[config.mk]
export PLATFORM = sky130hd
export DESIGN_NAME = tahoe_congestion_window_unit
export DESIGN_NICKNAME = d
export VERILOG_FILES = /design/src/sv/cwu_pkg.sv /design/src/sv/tahoe_congestion_window_unit.sv
export SDC_FILE = /design/constraint.sdc
export NUM_CORES = 2
export LEC_CHECK = 0
export ABC_AREA = 1
export BUFFER_PORTS_ARGS = -buffer_cell sky130_fd_sc_hd__buf_2
export CAP_MARGIN = 30
export CORE_UTILIZATION = 40
export DETAILED_ROUTE_END_ITERATION = 6
export PLACE_DENSITY = 0.61
export SLEW_MARGIN = 20
export SYNTH_ARGS = -nofsm -noshare
export SYNTH_HDL_FRONTEND = slang
export SYNTH_SLANG_ARGS = --single-unit
[constraint.sdc]
create_clock -name clock -period 23.1 [get_ports clock]
set_clock_uncertainty 0.1 [all_clocks]
set_input_delay 6.93 -clock clock [delete_from_list [all_inputs] [get_ports clock]]
set_output_delay 6.93 -clock clock [all_outputs]
set_load 0.005 [all_outputs]
[src/sv/cwu_pkg.sv]
// ----------------------------------------------------------------------------
// cwu_pkg: shared types and constants of the congestion window unit
// Operation codes, register indexes, ack table codes, reset values and the
// sequencer state type.
// ----------------------------------------------------------------------------
`default_nettype none

package cwu_pkg;

   // Event kinds carried on the request side.
   localparam logic [1:0] OP_SEND    = 2'd0;
   localparam logic [1:0] OP_ACK     = 2'd1;
   localparam logic [1:0] OP_TIMEOUT = 2'd2;

   // Configuration register indexes.
   localparam logic [1:0] CSR_INIT_THRESHOLD = 2'd0;
   localparam logic [1:0] CSR_FIRST_SEQUENCE = 2'd1;
   localparam logic [1:0] CSR_DUP_LIMIT      = 2'd2;

   // Ack table entry codes: the top code marks an unsent segment.
   localparam logic [2:0] CODE_UNSENT = 3'd7;
   localparam logic [2:0] COUNT_MAX   = 3'd6;

   // The ack number the receiver sends when it has everything.
   localparam logic [15:0] ACK_FINISH = 16'd1;

   // Register values after reset.
   localparam logic [7:0]  RST_THRESHOLD = 8'd16;
   localparam logic [15:0] RST_FIRST_SEQ = 16'd1000;
   localparam logic [1:0]  RST_DUP_LIMIT = 2'd3;

   // Result beat width: 36 bits of fields padded to whole bytes.
   localparam int RSP_W = 40;

   typedef enum logic [8:0] {
      S_CLEAR  = 9'b000000001,
      S_IDLE   = 9'b000000010,
      S_SLOT   = 9'b000000100,
      S_READ   = 9'b000001000,
      S_DECIDE = 9'b000010000,
      S_SLOT2  = 9'b000100000,
      S_WRITE2 = 9'b001000000,
      S_STEP   = 9'b010000000,
      S_EMIT   = 9'b100000000
   } cwu_state_type;

endpackage

`default_nettype wire

[src/sv/tahoe_congestion_window_unit.sv]
// ----------------------------------------------------------------------------
// tahoe_congestion_window_unit: Tahoe congestion window engine
// Grants sequence numbers, counts acks per sequence in a table, grows the
// window in slow start or avoidance, and collapses it on loss.
// ----------------------------------------------------------------------------
//
//  Channel   Direction  Beat contents
//  req_*     in         tuser: operation; tdata: ack_number
//  rsp_*     out        tdata: send_now .. finished, one beat per request
//  csr_*     in         write enable, register index, write data
//
// One request beat is handled at a time by a small sequencer. The ack table
// slot, the sequence offset modulo TABLE_DEPTH, comes from a reciprocal
// multiply that is registered at the accepting edge and finished in S_SLOT.
// A single restoring divider, one quotient bit per cycle, forms the
// avoidance step, one over the whole window. From S_IDLE, a send opportunity
// or a slow start ack passes S_SLOT, S_READ and S_DECIDE to S_EMIT; an ack
// in avoidance adds S_STEP, a fast retransmit adds S_SLOT2 and S_WRITE2, a
// timeout passes S_SLOT and S_WRITE2, and an ignored event goes straight to
// S_EMIT. After reset, and after every write of first_sequence, the ack
// table is swept entry by entry to the unsent code; no request is taken
// then, while configuration writes are. A result waiting on rsp_tready does
// not block the next request, which can be taken in the cycle its
// predecessor's result appears; the sequencer waits in its last step only
// when a new result is ready while the old one still waits.
// ----------------------------------------------------------------------------
`default_nettype none

module tahoe_congestion_window_unit
   import cwu_pkg::*;
#(
   parameter int TABLE_DEPTH   = 1024,
   parameter int FRACTION_BITS = 8
) (
   input  wire logic             clock,
   input  wire logic             reset,
   // Request channel.
   input  wire logic             req_tvalid,
   output logic                  req_tready,
   input  wire logic [15:0]      req_tdata,   // [15:0] ack_number
   input  wire logic [1:0]       req_tuser,   // [1:0] operation
   // Result channel.
   output logic                  rsp_tvalid,
   input  wire logic             rsp_tready,
   // [0] send_now, [16:1] send_sequence, [17] retransmit, [25:18] window_whole,
   // [33:26] threshold_whole, [34] in_avoidance, [35] finished, [39:36] zero
   output logic [RSP_W-1:0]      rsp_tdata,
   // Configuration port.
   input  wire logic             csr_wen,
   input  wire logic [1:0]       csr_index,
   input  wire logic [15:0]      csr_wdata
);

   // Window and threshold are unsigned 8.FRACTION_BITS fixed point.
   localparam int WIN_W  = 8 + FRACTION_BITS;
   localparam int ADDR_W = $clog2(TABLE_DEPTH);
   // The dividend is 1.0 and the divisor an 8-bit whole window.
   localparam int DVD_W  = FRACTION_BITS + 1;
   localparam int DVS_W  = 8;
   localparam int CNT_W  = $clog2(DVD_W + 1);

   // Table slot: the quotient of offset and depth from a rounded-up
   // reciprocal, exact for every 16-bit offset.
   localparam int     SLOT_SH    = 16 + ADDR_W;
   localparam longint SLOT_RECIP = ((longint'(1) << SLOT_SH) + longint'(TABLE_DEPTH) - 1)
                                   / longint'(TABLE_DEPTH);
   localparam logic [17:0] RECIP_C = 18'(SLOT_RECIP);
   localparam logic [16:0] DEPTH_C = 17'(TABLE_DEPTH);

   localparam logic [WIN_W-1:0]  ONE_FIXED = WIN_W'(1) << FRACTION_BITS;
   localparam logic [DVD_W-1:0]  ONE_DVD   = DVD_W'(1) << FRACTION_BITS;
   localparam logic [ADDR_W-1:0] LAST_ADDR = ADDR_W'(TABLE_DEPTH - 1);
   localparam logic [CNT_W-1:0]  DIV_STEPS = CNT_W'(DVD_W);

   function automatic logic [WIN_W-1:0] sat_add(input logic [WIN_W-1:0] a,
                                                 input logic [WIN_W-1:0] b);
      logic [WIN_W:0] sum;
      sum = {1'b0, a} + {1'b0, b};
      return sum[WIN_W] ? {WIN_W{1'b1}} : sum[WIN_W-1:0];
   endfunction

   function automatic logic [15:0] slot_quotient(input logic [15:0] off);
      logic [33:0] prod;
      prod = {18'b0, off} * {16'b0, RECIP_C};
      return 16'(prod >> SLOT_SH);
   endfunction

   // Sequencer and architectural state.
   cwu_state_type     state_ff, state_in;
   logic [ADDR_W-1:0] clr_cnt_ff, clr_cnt_in;
   logic [15:0]       first_seq_ff, first_seq_in;
   logic [1:0]        dup_limit_ff, dup_limit_in;
   logic [WIN_W-1:0]  window_ff, window_in;
   logic [WIN_W-1:0]  thresh_ff, thresh_in;
   logic              avoid_ff, avoid_in;
   logic [15:0]       next_seq_ff, next_seq_in;
   logic [15:0]       left_ff, left_in;
   logic              done_ff, done_in;
   logic              rsp_valid_ff, rsp_valid_in;

   // Per-request working registers.
   logic [1:0]        op_ff, op_in;
   logic [15:0]       ack_ff, ack_in;
   logic              grant_ff, grant_in;
   logic [15:0]       grant_seq_ff, grant_seq_in;
   logic              lost_ff, lost_in;
   logic [ADDR_W-1:0] slot_ff, slot_in;
   logic [15:0]       slot_off_ff, slot_off_in;
   logic [15:0]       slot_quo_ff, slot_quo_in;
   logic [RSP_W-1:0]  rsp_data_ff, rsp_data_in;

   // Restoring divider.
   logic [DVS_W-1:0]  div_rem_ff, div_rem_in;
   logic [DVD_W-1:0]  div_quo_ff, div_quo_in;
   logic [DVS_W-1:0]  div_dvs_ff, div_dvs_in;
   logic [CNT_W-1:0]  div_cnt_ff, div_cnt_in;
   logic              div_start;
   logic [DVD_W-1:0]  div_dvd;
   logic [DVS_W-1:0]  div_dvs;
   logic              div_done;
   logic [DVS_W:0]    div_shift;
   logic [DVS_W:0]    div_diff;

   // Ack table.
   logic [2:0]        ack_mem [TABLE_DEPTH];
   logic [2:0]        rd_code_ff;
   logic              mem_we;
   logic [ADDR_W-1:0] mem_waddr;
   logic [2:0]        mem_wdata;

   // Helpers.
   logic [7:0]        whole;
   logic [7:0]        whole_div;
   logic [15:0]       distance;
   logic              inside_window;
   logic [2:0]        count_new;
   logic [WIN_W-1:0]  grow_slow;
   logic [WIN_W-1:0]  grow_avoid;
   logic [15:0]       off_next;
   logic [15:0]       off_acked;
   logic [15:0]       off_ack;
   logic [32:0]       slot_back;
   logic [15:0]       slot_rem;

   assign whole     = window_ff[WIN_W-1 -: 8];
   assign whole_div = (whole == 8'd0) ? 8'd1 : whole;
   assign distance  = next_seq_ff - left_ff;
   // The distance is signed: a sequence behind the left bound is inside.
   assign inside_window = $signed({distance[15], distance}) < $signed({9'b0, whole});
   assign grow_slow  = sat_add(window_ff, ONE_FIXED);
   assign grow_avoid = sat_add(window_ff, WIN_W'(div_quo_ff[FRACTION_BITS:0]));
   assign off_next  = next_seq_ff - first_seq_ff;
   assign off_acked = req_tdata - ACK_FINISH - first_seq_ff;
   assign off_ack   = ack_ff - first_seq_ff;
   // The remainder is below the depth, so its low bits are the slot.
   assign slot_back = {17'b0, slot_quo_ff} * {16'b0, DEPTH_C};
   assign slot_rem  = slot_off_ff - slot_back[15:0];

   // An unsent entry counts as the first ack; counts saturate.
   always_comb begin
      if (rd_code_ff == CODE_UNSENT) begin
         count_new = 3'd0;
      end else if (rd_code_ff < COUNT_MAX) begin
         count_new = rd_code_ff + 3'd1;
      end else begin
         count_new = COUNT_MAX;
      end
   end

   assign div_done  = (div_cnt_ff == '0);
   assign div_shift = {div_rem_ff, div_quo_ff[DVD_W-1]};
   assign div_diff  = div_shift - {1'b0, div_dvs_ff};

   assign req_tready = (state_ff == S_IDLE);
   assign rsp_tvalid = rsp_valid_ff;
   assign rsp_tdata  = rsp_data_ff;

   always_comb begin
      state_in     = state_ff;
      clr_cnt_in   = clr_cnt_ff;
      first_seq_in = first_seq_ff;
      dup_limit_in = dup_limit_ff;
      window_in    = window_ff;
      thresh_in    = thresh_ff;
      avoid_in     = avoid_ff;
      next_seq_in  = next_seq_ff;
      left_in      = left_ff;
      done_in      = done_ff;
      rsp_valid_in = rsp_valid_ff;
      op_in        = op_ff;
      ack_in       = ack_ff;
      grant_in     = grant_ff;
      grant_seq_in = grant_seq_ff;
      lost_in      = lost_ff;
      slot_in      = slot_ff;
      slot_off_in  = slot_off_ff;
      slot_quo_in  = slot_quo_ff;
      rsp_data_in  = rsp_data_ff;
      mem_we       = 1'b0;
      mem_waddr    = slot_ff;
      mem_wdata    = CODE_UNSENT;
      div_start    = 1'b0;
      div_dvd      = '0;
      div_dvs      = '0;

      if (rsp_tready) begin
         rsp_valid_in = 1'b0;
      end

      case (state_ff)
         S_CLEAR: begin
            mem_we    = 1'b1;
            mem_waddr = clr_cnt_ff;
            if (clr_cnt_ff == LAST_ADDR) begin
               state_in = S_IDLE;
            end else begin
               clr_cnt_in = clr_cnt_ff + 1'b1;
            end
         end
         S_IDLE: begin
            if (req_tvalid) begin
               op_in    = req_tuser;
               ack_in   = req_tdata;
               grant_in = 1'b0;
               lost_in  = 1'b0;
               state_in = S_EMIT;
               if (!done_ff) begin
                  case (req_tuser)
                     OP_SEND, OP_TIMEOUT: begin
                        slot_off_in = off_next;
                        slot_quo_in = slot_quotient(off_next);
                        state_in    = S_SLOT;
                     end
                     OP_ACK: begin
                        left_in = next_seq_ff;
                        if (req_tdata == ACK_FINISH) begin
                           done_in = 1'b1;
                        end else begin
                           slot_off_in = off_acked;
                           slot_quo_in = slot_quotient(off_acked);
                           state_in    = S_SLOT;
                        end
                     end
                     default: begin
                        state_in = S_EMIT;
                     end
                  endcase
               end
            end
         end
         S_SLOT: begin
            slot_in  = slot_rem[ADDR_W-1:0];
            state_in = (op_ff == OP_TIMEOUT) ? S_WRITE2 : S_READ;
         end
         S_READ: begin
            state_in = S_DECIDE;
         end
         S_DECIDE: begin
            state_in = S_EMIT;
            if (op_ff == OP_SEND) begin
               if (rd_code_ff == CODE_UNSENT && inside_window) begin
                  grant_in     = 1'b1;
                  grant_seq_in = next_seq_ff;
                  mem_we       = 1'b1;
                  mem_wdata    = 3'd0;
                  next_seq_in  = next_seq_ff + 16'd1;
               end
            end else if (count_new < {1'b0, dup_limit_ff}) begin
               mem_we    = 1'b1;
               mem_wdata = count_new;
               if (!avoid_ff) begin
                  window_in = grow_slow;
                  if (grow_slow >= thresh_ff) begin
                     avoid_in = 1'b1;
                  end
               end else begin
                  div_start = 1'b1;
                  div_dvd   = ONE_DVD;
                  div_dvs   = DVS_W'(whole_div);
                  state_in  = S_STEP;
               end
            end else begin
               // Fast retransmit: resend from the acked number.
               mem_we      = 1'b1;
               mem_wdata   = CODE_UNSENT;
               next_seq_in = ack_ff;
               lost_in     = 1'b1;
               slot_off_in = off_ack;
               slot_quo_in = slot_quotient(off_ack);
               state_in    = S_SLOT2;
            end
         end
         S_SLOT2: begin
            slot_in  = slot_rem[ADDR_W-1:0];
            state_in = S_WRITE2;
         end
         S_WRITE2: begin
            mem_we    = 1'b1;
            mem_wdata = CODE_UNSENT;
            thresh_in = window_ff >> 1;
            window_in = ONE_FIXED;
            avoid_in  = 1'b0;
            lost_in   = 1'b1;
            state_in  = S_EMIT;
         end
         S_STEP: begin
            if (div_done) begin
               window_in = grow_avoid;
               state_in  = S_EMIT;
            end
         end
         S_EMIT: begin
            if (!rsp_valid_ff || rsp_tready) begin
               rsp_valid_in = 1'b1;
               rsp_data_in  = {4'b0, done_ff, avoid_ff, thresh_ff[WIN_W-1 -: 8], whole,
                               lost_ff, (grant_ff ? grant_seq_ff : next_seq_ff), grant_ff};
               state_in     = S_IDLE;
            end
         end
         default: begin
            state_in = S_IDLE;
         end
      endcase

      // Writes must arrive only while idle or during the table sweep; the block does not enforce it.
      if (csr_wen) begin
         case (csr_index)
            CSR_INIT_THRESHOLD: begin
               thresh_in = WIN_W'(csr_wdata[7:0]) << FRACTION_BITS;
            end
            CSR_FIRST_SEQUENCE: begin
               first_seq_in = csr_wdata;
               next_seq_in  = csr_wdata;
               left_in      = csr_wdata;
               clr_cnt_in   = '0;
               state_in     = S_CLEAR;
            end
            CSR_DUP_LIMIT: begin
               dup_limit_in = csr_wdata[1:0];
            end
            default: begin
               dup_limit_in = dup_limit_ff;
            end
         endcase
      end

      // Restoring divider: one quotient bit per cycle.
      div_rem_in = div_rem_ff;
      div_quo_in = div_quo_ff;
      div_dvs_in = div_dvs_ff;
      div_cnt_in = div_cnt_ff;
      if (div_start) begin
         div_rem_in = '0;
         div_quo_in = div_dvd;
         div_dvs_in = div_dvs;
         div_cnt_in = DIV_STEPS;
      end else if (!div_done) begin
         div_cnt_in = div_cnt_ff - 1'b1;
         if (!div_diff[DVS_W]) begin
            div_rem_in = div_diff[DVS_W-1:0];
            div_quo_in = {div_quo_ff[DVD_W-2:0], 1'b1};
         end else begin
            div_rem_in = div_shift[DVS_W-1:0];
            div_quo_in = {div_quo_ff[DVD_W-2:0], 1'b0};
         end
      end
   end

   always_ff @(posedge clock) begin
      if (reset) begin
         state_ff     <= S_CLEAR;
         clr_cnt_ff   <= '0;
         first_seq_ff <= RST_FIRST_SEQ;
         dup_limit_ff <= RST_DUP_LIMIT;
         window_ff    <= ONE_FIXED;
         thresh_ff    <= WIN_W'(RST_THRESHOLD) << FRACTION_BITS;
         avoid_ff     <= 1'b0;
         next_seq_ff  <= RST_FIRST_SEQ;
         left_ff      <= RST_FIRST_SEQ;
         done_ff      <= 1'b0;
         rsp_valid_ff <= 1'b0;
         div_cnt_ff   <= '0;
      end else begin
         state_ff     <= state_in;
         clr_cnt_ff   <= clr_cnt_in;
         first_seq_ff <= first_seq_in;
         dup_limit_ff <= dup_limit_in;
         window_ff    <= window_in;
         thresh_ff    <= thresh_in;
         avoid_ff     <= avoid_in;
         next_seq_ff  <= next_seq_in;
         left_ff      <= left_in;
         done_ff      <= done_in;
         rsp_valid_ff <= rsp_valid_in;
         div_cnt_ff   <= div_cnt_in;
      end
   end

   always_ff @(posedge clock) begin
      op_ff        <= op_in;
      ack_ff       <= ack_in;
      grant_ff     <= grant_in;
      grant_seq_ff <= grant_seq_in;
      lost_ff      <= lost_in;
      slot_ff      <= slot_in;
      slot_off_ff  <= slot_off_in;
      slot_quo_ff  <= slot_quo_in;
      rsp_data_ff  <= rsp_data_in;
      div_rem_ff   <= div_rem_in;
      div_quo_ff   <= div_quo_in;
      div_dvs_ff   <= div_dvs_in;
   end

   // Ack table: one write port, one registered read port.
   always_ff @(posedge clock) begin
      if (mem_we) begin
         ack_mem[mem_waddr] <= mem_wdata;
      end
      if (state_ff == S_READ) begin
         rd_code_ff <= ack_mem[slot_ff];
      end
   end

endmodule

`default_nettype wire

==> results.ini <==
[synthesis]
synth_top_cell_area_share = 0.691
synth_edf_count = 3184
synthTopCellsByArea = edfxtp_1 (69%), nor2_1 (7.4%), o21ai_0 (6.2%)
synthFlopType = edfxtp_1
synth.distinct_cells = 52
yosys_register_bits = 3294
ys_seq_area_frac = 0.706
synth_cells = 12200
synth.avg_cell_area_um2 = 11.3
syn_area_um2 = 138000
synth_top_area_cell = edfxtp_1
async_flop_share = 0
synth-warning-count = 0

[timing]
finalCritPeriodShare = 0.399
min_period_ps = 9230
fin_hold_ws_ps = 348
relSlewSlack = 0.163
worst_pin_slew_ps = 1260
rsz0062_at_grt = false
max_freq_mhz = 108
finalHoldViolCount = 0
final_max_slew_viol_count = 0
fin_setup_tns_ps = 0
setup_viol = 0

[clock_network]
cts_buffers = 341
ctsResizeCount = 0
cts_max_path_buffers = 4
ctsHoldBuffers = 0
h-tree-depth = 5
clk_latency_ps = 950
clkTransAtPathRegs_ps = 60
root_buffer = clkbuf_16
post-cts-setup-buffers = 0
cts_tree = yes
cts_sinks = 3294

[floorplan]
ios = 83
floorplan.rows = 215
initial_core_util = 0.403
die_area_um2 = 348000
die_x_um = 590
die_h_um = 590
core_um2 = 344000

[power_and_ir_drop]
sw_frac_of_total = 0.244
p_seq_frac = 0.503
combPwrFrac = 0.073
power_mw = 13.0
p_clk_frac = 0.424
irDropWorstVdd_mv = 0.0852
power.leakage_nw = 57.9
p_int_mw = 9.86
powerDensity_nw_per_um2 = 84.4
switching_power_mw = 3.18

[grt]
grt.met2_usage = 0.360
grt_overflow = 0
grt_first_pass_wirelength_um = 593000
gr-max-usage-layer = met2
grt_pass1_vias = 91500
antenna_found_initial = 17
met1_usage = 0.310
track_usage = 0.224
grt_start_max_net_pins = 218
met3_usage = 0.0372

[critical_path]
cp-start-kind = flop
cp_slowest_cell = dfxtp_1
rr_endpoint = rd_code_ff[0]
critPathMaxFanout = 4
rr_startpoint = slot_ff[0]
rr_worst_depth = 17
arrival_ps = 2200
crit_chain = nor2_1 > inv_2 > nor3_2 > nand2_1 > inv_1 > buf_2
r2r_slack_ps = 15670
max_stage_delay_ps = 320
path_class = reg -> out
endpoint_kind = output port
required_ps = 16070

[place]
gp_congestion = 0.860
hpwl_um = 221000
port_buffers = 78
dp.cells = 16200

[detailed_routing]
drc = 0
detail-route-antenna-nets = 0
vias = 95500
drt_iter0_markers = 10700
wl_per_cell_um = 23.9
dr.pass1.iters = 6
via_per_inst = 5.69
drt_wl_total_um = 402000

[status]
outcome = complete, no violations

[final_layout]
drive_gt1_frac = 0.0679
area_delta_synth_final_pct = 11.6
fin_cells = 16800
nFillCells = 31500
nets = 12100

[worst_hold_path]
hp-start = slot_off_ff[7]
hold_path_depth = 0
hold_path_end = slot_ff[7]
hold_path_class = reg -> reg

[run]
drv_cap = 0

registers in the layout, indices dropped and copies added, names as in the netlist, 2 cells and up:
name,cells
state_ff,9
slot_off_ff,10
div_cnt_ff,4
window_ff,16
rsp_tdata,36
slot_ff,10
ack_ff,16
op_ff,2
div_dvs_ff,8
grant_seq_ff,16
first_seq_ff,10
div_rem_ff,8
div_quo_ff,9
ack_mem,3072
left_ff,16
rd_code_ff,3
dup_limit_ff,2
clr_cnt_ff,10
next_seq_ff,16
thresh_ff,16
layer usage:
metal,routed length [um],up-vias,share of wire
met5,0,-,0
met3,35500,712,0.088
met1,166000,47300,0.41
met2,186000,4251,0.46
met4,13900,0,0.034
li1,-,43200,-
placed cells by master (no fill, tap or decap), types with 10 or more instances in the layout:
cell type   synthesis  layout
a31oi_1            10      10
xor2_1             32      32
o211ai_1           13      13
clkinvlp_4          0      11
clkbuf_16           0     341
nand3_1           838     836
bufinv_16           0      37
inv_1             315     309
o22ai_1           773     773
clkbuf_1          696      65
or2_2              13      13
nand2_4             1      32
a21oi_1           142     142
ha_1               90      90
o21ai_0          1705    1705
clkinv_1            4      77
buf_4               6     155
edfxtp_1         3184    3184
dfxtp_1           110     110
nand2_1          1191    1168
clkinv_2            0      46
nor3_1             27      27
nand4_1            14      14
buf_2             111      78
xnor2_1            10      10
nor2_1           2742    2739
buf_12              0      28
area by class of cell:
class                           count  area (um2)  area share
Inverter                          328        1280     0.00830
Clock buffer                      408        8800      0.0570
Timing Repair Buffer              273        2400      0.0156
Antenna cell                        7        17.5    0.000113
Sequential cell                  3294       97800       0.633
Clock inverter                    203        2350      0.0152
Tap cell                         4557        5700      0.0369
Multi-Input combinational cell   7704       36100       0.234
critical path, delay by kind of cell, from the launching register on:
| kind | cells | cell delay, ps |
|---|---|---|
| buffers and inverters | 3 | 350 |
| flip-flops | 1 | 320 |
| AND/OR/NAND/NOR | 3 | 590 |
how the worst max path moves through the flow:
stage,start,cells after the start,slack (ps),end
after floorplan,next_seq_ff[0],22,4960,ack_mem[0][1]
after global placement,csr_index[0],10,13540,next_seq_ff[4]
after detailed placement,csr_index[0],10,13600,next_seq_ff[4]
after CTS,state_ff[7],6,13830,req_tready
after global routing,state_ff[7],6,13730,req_tready
final,state_ff[7],6,13870,req_tready
logic make-up after synthesis:
group,count (synthesis),share of synthesized area
simple gates,4874,0.142
flops,3294,0.706
compound gates,2687,0.105
buf+inv,1234,0.0348
fa+ha+maj,96,0.00900
xor+xnor,42,0.00266
other cells,1,0.0000271
mux,1,0.0000723
power groups by stage:
stage | Sequential (mW) | Combinational (mW) | Clock, mW
finish | 6.55 | 0.958 | 5.53
global route | 6.56 | 0.998 | 5.81
CTS | 6.55 | 0.950 | 5.59
detailed placement | 6.68 | 0.948 | 0
global placement | 6.68 | 0.936 | 0
floorplan | 6.67 | 0.452 | 0
metrics by stage:
| stage | area [um2] | utilization | setup WS [ps] |
|---|---|---|---|
| 2_1_floorplan | 138000 | - | 4960 |
| 3_3_place_gp | 143000 | 0.416 | 13540 |
| 3_5_place_dp | 143000 | 0.416 | 13600 |
| 4_1_cts | 154000 | 0.449 | 13830 |
| 5_1_grt | 154000 | 0.449 | 13730 |
| 6_report | 154000 | 0.449 | 13870 |
cell usage after synthesis (all sizes together) (2+ instances only):
cell type  instances
a211oi             7
nor3              30
nand3            839
o21bai             9
nor2            2748
o22ai            773
clkinv             4
dfxtp            110
edfxtp          3184
clkbuf           696
buf              210
and2               6
a221oi             8
a31oi             10
a21o               2
nand4             15
o21a               3
a21oi            142
xor2              32
o211ai            13
nor4               9
xnor2             10
o31ai              5
or2               15
nand3b             6
inv              324
nand2           1203
o21ai           1710
ha                90
fa                 6
or4                3
Note: power is estimated with default switching activity, not from simulation.
